File: src/rtl/pidtic_pkg.sv
// types and constants of the pid block with trapezoid integral and clamp
// no dependencies
package pidtic_pkg;

  localparam int SAMPLE_W = 16;
  localparam int ERR_W    = 17;
  localparam int SUM_W    = 32;
  localparam int DRIVE_W  = 24;
  localparam int MUL_A_W  = 32;
  localparam int MUL_B_W  = 22;
  localparam int PROD_W   = MUL_A_W + MUL_B_W;
  localparam int ACC_W    = 58;
  localparam int CFG_IDX_W = 3;
  localparam int CFG_DATA_W = 24;

  // 0.05 as 3277/65536
  localparam logic signed [MUL_B_W-1:0] TRAP_NUM = 22'sd3277;

  typedef enum logic [CFG_IDX_W-1:0] {
    REG_GAIN_P    = 3'd0,
    REG_GAIN_I    = 3'd1,
    REG_GAIN_D    = 3'd2,
    REG_OUT_UPPER = 3'd3,
    REG_OUT_LOWER = 3'd4
  } reg_idx_t;

  typedef enum logic [3:0] {
    S_IDLE,
    S_INC,
    S_PGD,
    S_PE,
    S_IS,
    S_DV,
    S_ADD,
    S_FIN,
    S_OUT
  } state_t;

  typedef enum logic [2:0] {
    MUL_INC,
    MUL_PGD,
    MUL_PE,
    MUL_IS,
    MUL_DV
  } mul_sel_t;

  typedef enum logic [2:0] {
    ACC_NONE,
    ACC_INC,
    ACC_PGD,
    ACC_LOAD8,
    ACC_ADD8,
    ACC_ADD
  } acc_op_t;

  typedef struct packed {
    logic     load_err;
    mul_sel_t mul_sel;
    acc_op_t  acc_op;
    logic     clamp;
    logic     load_out;
  } cmd_t;

  typedef struct packed {
    logic signed [SAMPLE_W-1:0] gain_p;
    logic signed [SAMPLE_W-1:0] gain_i;
    logic signed [SAMPLE_W-1:0] gain_d;
    logic signed [DRIVE_W-1:0]  out_upper;
    logic signed [DRIVE_W-1:0]  out_lower;
  } cfg_t;

endpackage

File: src/rtl/pidtic_cfg.sv
// configuration registers: gains and output bounds
// depends on pidtic_pkg
module pidtic_cfg
  import pidtic_pkg::*;
(
  input  logic                  clk,
  input  logic                  rst_n,
  input  logic                  cfg_wr_en,
  input  logic [CFG_IDX_W-1:0]  cfg_index,
  input  logic [CFG_DATA_W-1:0] cfg_wdata,
  output cfg_t                  cfg
);

  cfg_t cfg_r;
  cfg_t cfg_nxt;

  always_comb begin
    cfg_nxt = cfg_r;
    if (cfg_wr_en) begin
      unique case (cfg_index)
        REG_GAIN_P:    cfg_nxt.gain_p    = cfg_wdata[SAMPLE_W-1:0];
        REG_GAIN_I:    cfg_nxt.gain_i    = cfg_wdata[SAMPLE_W-1:0];
        REG_GAIN_D:    cfg_nxt.gain_d    = cfg_wdata[SAMPLE_W-1:0];
        REG_OUT_UPPER: cfg_nxt.out_upper = cfg_wdata[DRIVE_W-1:0];
        REG_OUT_LOWER: cfg_nxt.out_lower = cfg_wdata[DRIVE_W-1:0];
        default:       cfg_nxt = cfg_r;  // unmapped index ignored
      endcase
    end
  end

  always_ff @(posedge clk) begin
    if (!rst_n) begin
      cfg_r.gain_p    <= 16'sd256;
      cfg_r.gain_i    <= '0;
      cfg_r.gain_d    <= '0;
      cfg_r.out_upper <= 24'sh7FFFFF;
      cfg_r.out_lower <= 24'sh800000;
    end else begin
      cfg_r <= cfg_nxt;
    end
  end

  assign cfg = cfg_r;

endmodule

File: src/rtl/pidtic_ctrl.sv
// sequencer: walks one sample through the shared multiplier and accumulator
// depends on pidtic_pkg
module pidtic_ctrl
  import pidtic_pkg::*;
(
  input  logic clk,
  input  logic rst_n,
  input  logic in_tvalid,
  output logic in_tready,
  output logic out_tvalid,
  input  logic out_tready,
  output cmd_t cmd
);

  state_t state_r, state_nxt;
  logic   out_valid_r, out_valid_nxt;
  logic   out_free;

  assign out_free = !out_valid_r || out_tready;

  always_comb begin
    state_nxt = state_r;
    unique case (state_r)
      S_IDLE:  if (in_tvalid) state_nxt = S_INC;
      S_INC:   state_nxt = S_PGD;
      S_PGD:   state_nxt = S_PE;
      S_PE:    state_nxt = S_IS;
      S_IS:    state_nxt = S_DV;
      S_DV:    state_nxt = S_ADD;
      S_ADD:   state_nxt = S_FIN;
      S_FIN:   state_nxt = S_OUT;
      S_OUT:   if (out_free) state_nxt = S_IDLE;
      default: state_nxt = S_IDLE;
    endcase
  end

  always_comb begin
    cmd       = '{load_err: 1'b0, mul_sel: MUL_INC, acc_op: ACC_NONE,
                  clamp: 1'b0, load_out: 1'b0};
    in_tready = 1'b0;
    unique case (state_r)
      S_IDLE: begin
        in_tready    = 1'b1;
        cmd.load_err = in_tvalid;
      end
      S_INC:   cmd.mul_sel = MUL_INC;
      S_PGD: begin
        cmd.mul_sel = MUL_PGD;
        cmd.acc_op  = ACC_INC;
      end
      S_PE: begin
        cmd.mul_sel = MUL_PE;
        cmd.acc_op  = ACC_PGD;
      end
      S_IS: begin
        cmd.mul_sel = MUL_IS;
        cmd.acc_op  = ACC_LOAD8;
      end
      S_DV: begin
        cmd.mul_sel = MUL_DV;
        cmd.acc_op  = ACC_ADD8;
      end
      S_ADD:   cmd.acc_op = ACC_ADD;
      S_FIN:   cmd.clamp = 1'b1;
      S_OUT:   cmd.load_out = out_free;
      default: cmd.load_out = 1'b0;
    endcase
  end

  always_comb begin
    out_valid_nxt = out_valid_r;
    priority if (cmd.load_out) out_valid_nxt = 1'b1;
    else if (out_tready)       out_valid_nxt = 1'b0;
  end

  always_ff @(posedge clk) begin
    if (!rst_n) begin
      state_r     <= S_IDLE;
      out_valid_r <= 1'b0;
    end else begin
      state_r     <= state_nxt;
      out_valid_r <= out_valid_nxt;
    end
  end

  assign out_tvalid = out_valid_r;

endmodule

File: src/rtl/pidtic_dp.sv
// datapath: error, integral, derivative, one shared 32x22 multiplier,
// accumulator, rounding, clamp and output register; depends on pidtic_pkg
module pidtic_dp
  import pidtic_pkg::*;
(
  input  logic                clk,
  input  logic                rst_n,
  input  cmd_t                cmd,
  input  cfg_t                cfg,
  input  logic [SAMPLE_W-1:0] target,
  input  logic [SAMPLE_W-1:0] measured,
  output logic [DRIVE_W-1:0]  drive
);

  localparam int Y_W = ACC_W - 16;

  logic signed [ERR_W-1:0]   e_r, last_r, last_nxt;
  logic signed [SUM_W-1:0]   sum_r, sum_nxt;
  logic signed [MUL_B_W-1:0] deriv_r, deriv_nxt;
  logic signed [SUM_W-1:0]   pgd_r;
  logic signed [PROD_W-1:0]  prod_r;
  logic signed [ACC_W-1:0]   acc_r, acc_nxt;
  logic signed [DRIVE_W-1:0] res_r, drive_r;

  logic signed [MUL_A_W-1:0] mul_a;
  logic signed [MUL_B_W-1:0] mul_b;
  logic signed [ERR_W:0]     e_add, e_sub;
  logic signed [PROD_W-1:0]  inc_rnd;
  logic signed [13:0]        inc;
  logic signed [SUM_W:0]     sum_wide;
  logic signed [ACC_W-1:0]   prod_ext, acc_rnd;
  logic signed [Y_W-1:0]     y, up_ext, lo_ext;
  logic signed [ERR_W-1:0]   e_in;

  assign e_in  = {target[SAMPLE_W-1], target} - {measured[SAMPLE_W-1], measured};
  assign e_add = {e_r[ERR_W-1], e_r} + {last_r[ERR_W-1], last_r};
  assign e_sub = {e_r[ERR_W-1], e_r} - {last_r[ERR_W-1], last_r};

  // operand select for the shared multiplier
  always_comb begin
    unique case (cmd.mul_sel)
      MUL_INC: begin
        mul_a = {{(MUL_A_W-ERR_W-1){e_add[ERR_W]}}, e_add};
        mul_b = TRAP_NUM;
      end
      MUL_PGD: begin
        mul_a = {{(MUL_A_W-SAMPLE_W){cfg.gain_p[SAMPLE_W-1]}}, cfg.gain_p};
        mul_b = {{(MUL_B_W-SAMPLE_W){cfg.gain_d[SAMPLE_W-1]}}, cfg.gain_d};
      end
      MUL_PE: begin
        mul_a = {{(MUL_A_W-SAMPLE_W){cfg.gain_p[SAMPLE_W-1]}}, cfg.gain_p};
        mul_b = {{(MUL_B_W-ERR_W){e_r[ERR_W-1]}}, e_r};
      end
      MUL_IS: begin
        mul_a = sum_r;
        mul_b = {{(MUL_B_W-SAMPLE_W){cfg.gain_i[SAMPLE_W-1]}}, cfg.gain_i};
      end
      MUL_DV: begin
        mul_a = pgd_r;
        mul_b = deriv_r;
      end
      default: begin
        mul_a = '0;
        mul_b = '0;
      end
    endcase
  end

  // integral increment rounded half up, then saturating add
  assign inc_rnd  = prod_r + 54'sd32768;
  assign inc      = inc_rnd[29:16];
  assign sum_wide = {sum_r[SUM_W-1], sum_r} + {{(SUM_W-13){inc[13]}}, inc};
  assign prod_ext = {{(ACC_W-PROD_W){prod_r[PROD_W-1]}}, prod_r};

  always_comb begin
    sum_nxt   = sum_r;
    last_nxt  = last_r;
    deriv_nxt = deriv_r;
    acc_nxt   = acc_r;
    unique case (cmd.acc_op)
      ACC_INC: begin
        if (sum_wide[SUM_W] != sum_wide[SUM_W-1])
          sum_nxt = sum_wide[SUM_W] ? {1'b1, {(SUM_W-1){1'b0}}}
                                    : {1'b0, {(SUM_W-1){1'b1}}};
        else
          sum_nxt = sum_wide[SUM_W-1:0];
        last_nxt  = e_r;
        // times ten as 8x + 2x
        deriv_nxt = ({{(MUL_B_W-ERR_W-1){e_sub[ERR_W]}}, e_sub} <<< 3)
                  + ({{(MUL_B_W-ERR_W-1){e_sub[ERR_W]}}, e_sub} <<< 1);
      end
      ACC_LOAD8: acc_nxt = prod_ext <<< 8;
      ACC_ADD8:  acc_nxt = acc_r + (prod_ext <<< 8);
      ACC_ADD:   acc_nxt = acc_r + prod_ext;
      ACC_NONE, ACC_PGD: acc_nxt = acc_r;
      default:   acc_nxt = acc_r;
    endcase
  end

  // round half up from Q.16 to Q.0 and clamp, upper bound tested first
  assign acc_rnd = acc_r + 58'sd32768;
  assign y       = acc_rnd[ACC_W-1:16];
  assign up_ext  = {{(Y_W-DRIVE_W){cfg.out_upper[DRIVE_W-1]}}, cfg.out_upper};
  assign lo_ext  = {{(Y_W-DRIVE_W){cfg.out_lower[DRIVE_W-1]}}, cfg.out_lower};

  always_ff @(posedge clk) begin
    if (!rst_n) begin
      last_r <= '0;
      sum_r  <= '0;
    end else begin
      last_r <= last_nxt;
      sum_r  <= sum_nxt;
    end
  end

  always_ff @(posedge clk) begin
    prod_r  <= mul_a * mul_b;
    deriv_r <= deriv_nxt;
    acc_r   <= acc_nxt;
    if (cmd.load_err) e_r <= e_in;
    if (cmd.acc_op == ACC_PGD) pgd_r <= prod_r[SUM_W-1:0];
    if (cmd.clamp) begin
      if (y > up_ext)      res_r <= cfg.out_upper;
      else if (y < lo_ext) res_r <= cfg.out_lower;
      else                 res_r <= y[DRIVE_W-1:0];
    end
    if (cmd.load_out) drive_r <= res_r;
  end

  assign drive = drive_r;

endmodule

File: src/rtl/pid_trapezoid_integral_clamp_top.sv
// top level of the pid controller with trapezoid integral and output clamp
// depends on pidtic_pkg, pidtic_cfg, pidtic_ctrl, pidtic_dp
//
//   channel  | direction | payload (lsb first)          | handshake
//   in_      | slave     | target[15:0], measured[31:16] | tvalid/tready
//   out_     | master    | drive[23:0]                   | tvalid/tready
//   cfg_     | write     | index 0..4, data[23:0]        | wr_en, no wait
//
// out_tvalid rises once the sequencer has stepped an accepted sample through:
// five products through one shared 32x22 multiplier, then add, round and clamp;
// in_tready is high only while the sequencer is idle
// an unclaimed output beat holds; a new sample is still taken and waits at the end
// reset (rst_n low, synchronous) clears the integral, the last error, the gains
// to their defaults and drops out_tvalid
module pid_trapezoid_integral_clamp_top
  import pidtic_pkg::*;
(
  input  logic                  clk,
  input  logic                  rst_n,
  input  logic                  in_tvalid,
  output logic                  in_tready,
  input  logic [31:0]           in_tdata,   // target[15:0], measured[31:16]
  output logic                  out_tvalid,
  input  logic                  out_tready,
  output logic [DRIVE_W-1:0]    out_tdata,  // drive[23:0]
  input  logic                  cfg_wr_en,
  input  logic [CFG_IDX_W-1:0]  cfg_index,
  input  logic [CFG_DATA_W-1:0] cfg_wdata
);

  cfg_t cfg;
  cmd_t cmd;

  // gain and bound registers
  pidtic_cfg u_cfg (
    .clk       (clk),
    .rst_n     (rst_n),
    .cfg_wr_en (cfg_wr_en),
    .cfg_index (cfg_index),
    .cfg_wdata (cfg_wdata),
    .cfg       (cfg)
  );

  // sequencer owns both handshakes
  pidtic_ctrl u_ctrl (
    .clk        (clk),
    .rst_n      (rst_n),
    .in_tvalid  (in_tvalid),
    .in_tready  (in_tready),
    .out_tvalid (out_tvalid),
    .out_tready (out_tready),
    .cmd        (cmd)
  );

  // arithmetic, state and output register
  pidtic_dp u_dp (
    .clk      (clk),
    .rst_n    (rst_n),
    .cmd      (cmd),
    .cfg      (cfg),
    .target   (in_tdata[SAMPLE_W-1:0]),
    .measured (in_tdata[2*SAMPLE_W-1:SAMPLE_W]),
    .drive    (out_tdata)
  );

endmodule

File: config.mk
export PLATFORM = sky130hd
export DESIGN_NAME = pid_trapezoid_integral_clamp_top
export DESIGN_NICKNAME = d
export VERILOG_FILES = /design/src/rtl/pidtic_pkg.sv /design/src/rtl/pidtic_cfg.sv /design/src/rtl/pidtic_ctrl.sv /design/src/rtl/pidtic_dp.sv /design/src/rtl/pid_trapezoid_integral_clamp_top.sv
export SDC_FILE = /design/constraint.sdc
export NUM_CORES = 2
export LEC_CHECK = 0
export BUFFER_PORTS_ARGS = -buffer_cell sky130_fd_sc_hd__buf_2
export CORE_MARGIN = 5
export CORE_UTILIZATION = 58
export DETAILED_ROUTE_END_ITERATION = 10
export MAX_ROUTING_LAYER = met4
export PLACE_DENSITY_LB_ADDON = 0.08
export SLEW_MARGIN = 10
export SYNTH_ARGS = -nofsm -noshare
export SYNTH_HDL_FRONTEND = slang
export SYNTH_SLANG_ARGS = --single-unit
File: constraint.sdc
create_clock -name clk -period 12 [get_ports clk]
set_input_delay 1.2 -clock clk [delete_from_list [all_inputs] [get_ports clk]]
set_output_delay 1.2 -clock clk [all_outputs]
set_load 0.01 [all_outputs]
==> results.py <==
metrics = {
    "cells_and_area": {
        "multi_input_area_um2": 38040,
        "syn2layout_area_growth_pct": 5.787,
        "drive_gt1_share_pct": 5.475,
        "stdcell_count": 6992,
        "fin_nets": 7011,
        "final_common_cell": "inv_1",
        "fillCellCount": 7737,
        "regArea_um2": 9369,
        "layout_common_cells": "905 x inv_1, 808 x nand2_1, 708 x fa_1, 445 x ha_1, 398 x nor2_1",
    },
    "sta": {
        "tns_ps": 0,
        "drv_slew": 0,
        "fin_crit_sh_pct": 90.92,
        "setup_viol": 0,
        "worst_clock_skew_ps": 34.31,
        "rsz0062_at_grt": "no",
        "slew-limit-headroom_pct": 21.72,
        "max_freq_ghz": 0.09166,
        "fin_crit_ps": 10910,
        "tightest_slew_ps": 1170,
        "hold_violations": 0,
    },
    "logic_synthesis": {
        "yosysWarnings": 0,
        "avgSynthCellArea_um2": 8.854,
        "syn_inst": 5841,
        "yosysTopAreaCell": "fa_1",
        "async_reset_ff_share_pct": 0,
        "synth_edf_count": 176,
        "synth_top_area_share_pct": 27.41,
        "syn_area_um2": 51710,
        "syn_nets": 7058,
        "synth_flop_cell": "dfxtp_1",
        "synth.area.top_cells": "fa_1 27%, ha_1 11%, edfxtp_1 10%",
        "ys_seq_elements": 380,
        "synth-seq-area-share_pct": 18.12,
        "synthDistinctLibCells": 96,
    },
    "placement": {
        "dp.cells": 6916,
        "place_congestion": 0.9411,
        "place_hpwl_um": 119000,
        "portBuffers": 89,
    },
    "detailed_routing": {
        "drtPass1Iterations": 7,
        "ant_nets": 0,
        "vias": 41380,
        "wl_um": 152100,
        "vias_per_cell": 5.918,
        "drt_iter0_drc": 3541,
        "wl_per_cell_um": 21.75,
        "drc": 0,
    },
    "floorplan": {
        "die_area_um2": 95230,
        "die_width_um": 308.6,
        "die_y_um": 308.6,
        "pin_count": 90,
        "coreArea_um2": 88510,
        "num_rows": 109,
        "initial_core_util_pct": 58.43,
    },
    "grt": {
        "grt_max_degree": 86,
        "antenna_found_initial": 0,
        "grt_pass1_vias": 41340,
        "track_usage_pct": 33.08,
        "grt_overflow": 0,
        "grt_pass1_wl_um": 239100,
    },
    "clocking": {
        "post-cts-setup-buffers": 0,
        "cts_resized": 0,
        "clk_pin_slew_ps": 60,
        "cts_tree": "built",
        "cts_buffers": 41,
        "ctsHoldBuffers": 0,
        "cts_root_buf": "clkbuf_16",
        "insertion_delay_ps": 590,
        "clock_sinks": 380,
        "cts_max_path_buffers": 3,
        "cts-htree-levels": 2,
    },
    "min_path": {
        "hold_depth": 0,
        "hold_path_class": "reg -> reg",
        "min_from": "u_dp.res_r[12]$_DFFE_PP_",
        "holdPathEnd": "u_dp.drive[12]$_DFFE_PP_",
    },
    "worst_setup_path": {
        "cp_common_cell": "fa_1",
        "crit_fanout": 16,
        "r2r.worst_path.cells": 37,
        "cp-start-kind": "flip-flop",
        "cp_slowest_cell": "mux2i_2",
        "rr_startpoint": "u_dp.e_r[0]$_DFFE_PP_",
        "r2r_slack_ps": 1090,
        "cp_data_required_time_ps": 12460,
        "r2r_end": "u_dp.prod_r[52]$_DFF_P_",
        "path_class": "reg -> reg",
        "crit_arrival_ps": 11370,
        "critPathMaxStageDelay_ps": 700,
        "endpoint_kind": "flip-flop",
    },
    "run_status": {
        "status": "finished clean",
    },
    "run": {
        "cap_violations": 0,
    },
}
==> per-stage QoR <==
| stage | utilization, % | worst slack (ps) | hold slack, ps | area [µm²] |
|---|---|---|---|---|
| 6_report | 61.81 | 1090 | 402.7 | 54710 |
| 5_1_grt | 61.80 | 498.1 | 417.4 | 54700 |
| 4_1_cts | 61.80 | 1183 | 410.4 | 54700 |
| 3_5_place_dp | 60.21 | 1228 | 404.5 | 53300 |
| 3_3_place_gp | 60.21 | 1335 | 403.0 | 53300 |
| 2_1_floorplan | - | 2710 | 400.3 | 51710 |
==> worst max-delay path: cells and delay by family (launching register included) <==
kind	cells	cell delay, ps
AOI/OAI and AO/OA	15	3800
xor gates and xnor gates	1	150
adders and majority gates	10	4290
buffers and inverters	7	680
DFF	1	450
muxes	1	700
and+or+nand+nor	3	710
==> synth_stat cells (62+ instances only) <==
cell,number
a21boi_0,95
a21o_1,167
a21oi_1,284
and2_1,71
clkbuf_1,206
dfxtp_1,204
edfxtp_1,176
fa_1,708
ha_1,445
inv_1,906
mux2i_1,62
nand2_1,808
nand3_1,70
nor2_1,398
o21ai_0,219
xnor2_1,186
xor2_1,100
==> per-layer routing <==
| metal | track usage [%] | up-vias | routed length (µm) |
|---|---|---|---|
| met1 | 44.62 | 20440 | 63430 |
| li1 | - | 19050 | - |
| met5 | - | - | 0 |
| met2 | 51.89 | 1564 | 70290 |
| met4 | 11.41 | 0 | 6527 |
| met3 | 4.710 | 322 | 11820 |
==> area by class of cell <==
type | instances | share of cell area [%]
Tap cell | 1165 | 2.665
Antenna cell | 1 | 0.004574
Sequential cell | 380 | 17.13
Clock inverter | 18 | 0.3888
Timing Repair Buffer | 167 | 1.889
Multi-Input combinational cell | 4298 | 69.54
Inverter | 906 | 6.216
Clock buffer | 57 | 2.175
==> worst max path at each step <==
stage                                    to                           start  cells after the start  slack, ps
floorplan           u_dp.prod_r[50]$_DFF_P_  u_ctrl.state_r[3]$_SDFFE_PN0P_                     32       2710
global placement    u_dp.prod_r[52]$_DFF_P_           u_dp.e_r[0]$_DFFE_PP_                     37       1330
detailed placement  u_dp.prod_r[52]$_DFF_P_           u_dp.e_r[0]$_DFFE_PP_                     37       1230
CTS                 u_dp.prod_r[52]$_DFF_P_           u_dp.e_r[0]$_DFFE_PP_                     37       1180
global route        u_dp.prod_r[52]$_DFF_P_           u_dp.e_r[0]$_DFFE_PP_                     37        500
finish              u_dp.prod_r[52]$_DFF_P_           u_dp.e_r[0]$_DFFE_PP_                     37       1090
==> cell families (layout without fill, tap and decap cells) <==
logic type / Yosys count / in the layout / share of synthesized area (%)
AOI/OAI and AO/OA: 1164 / 1164 / 15.14
xor gates and xnor gates: 287 / 287 / 4.875
adders and majority gates: 1157 / 1157 / 38.25
buffers and inverters: 1163 / 1148 / 8.575
DFF: 380 / 380 / 18.12
muxes: 71 / 71 / 1.396
other: 0 / 1 / 0
and+or+nand+nor: 1619 / 1619 / 13.64
==> registers in the layout (all words and copies together) (netlist names) <==
| register | flops |
|---|---|
| u_cfg.cfg | 96 |
| u_ctrl.out_tvalid | 1 |
| u_ctrl.state_r | 4 |
| u_dp.acc_r | 58 |
| u_dp.deriv_r | 21 |
| u_dp.drive | 24 |
| u_dp.e_r | 17 |
| u_dp.last_r | 17 |
| u_dp.pgd_r | 32 |
| u_dp.prod_r | 54 |
| u_dp.res_r | 24 |
| u_dp.sum_r | 32 |
Power is left out: the tool's default activity adds up to more than one toggle a clock period on the data nets, which glitch-free logic cannot reach.
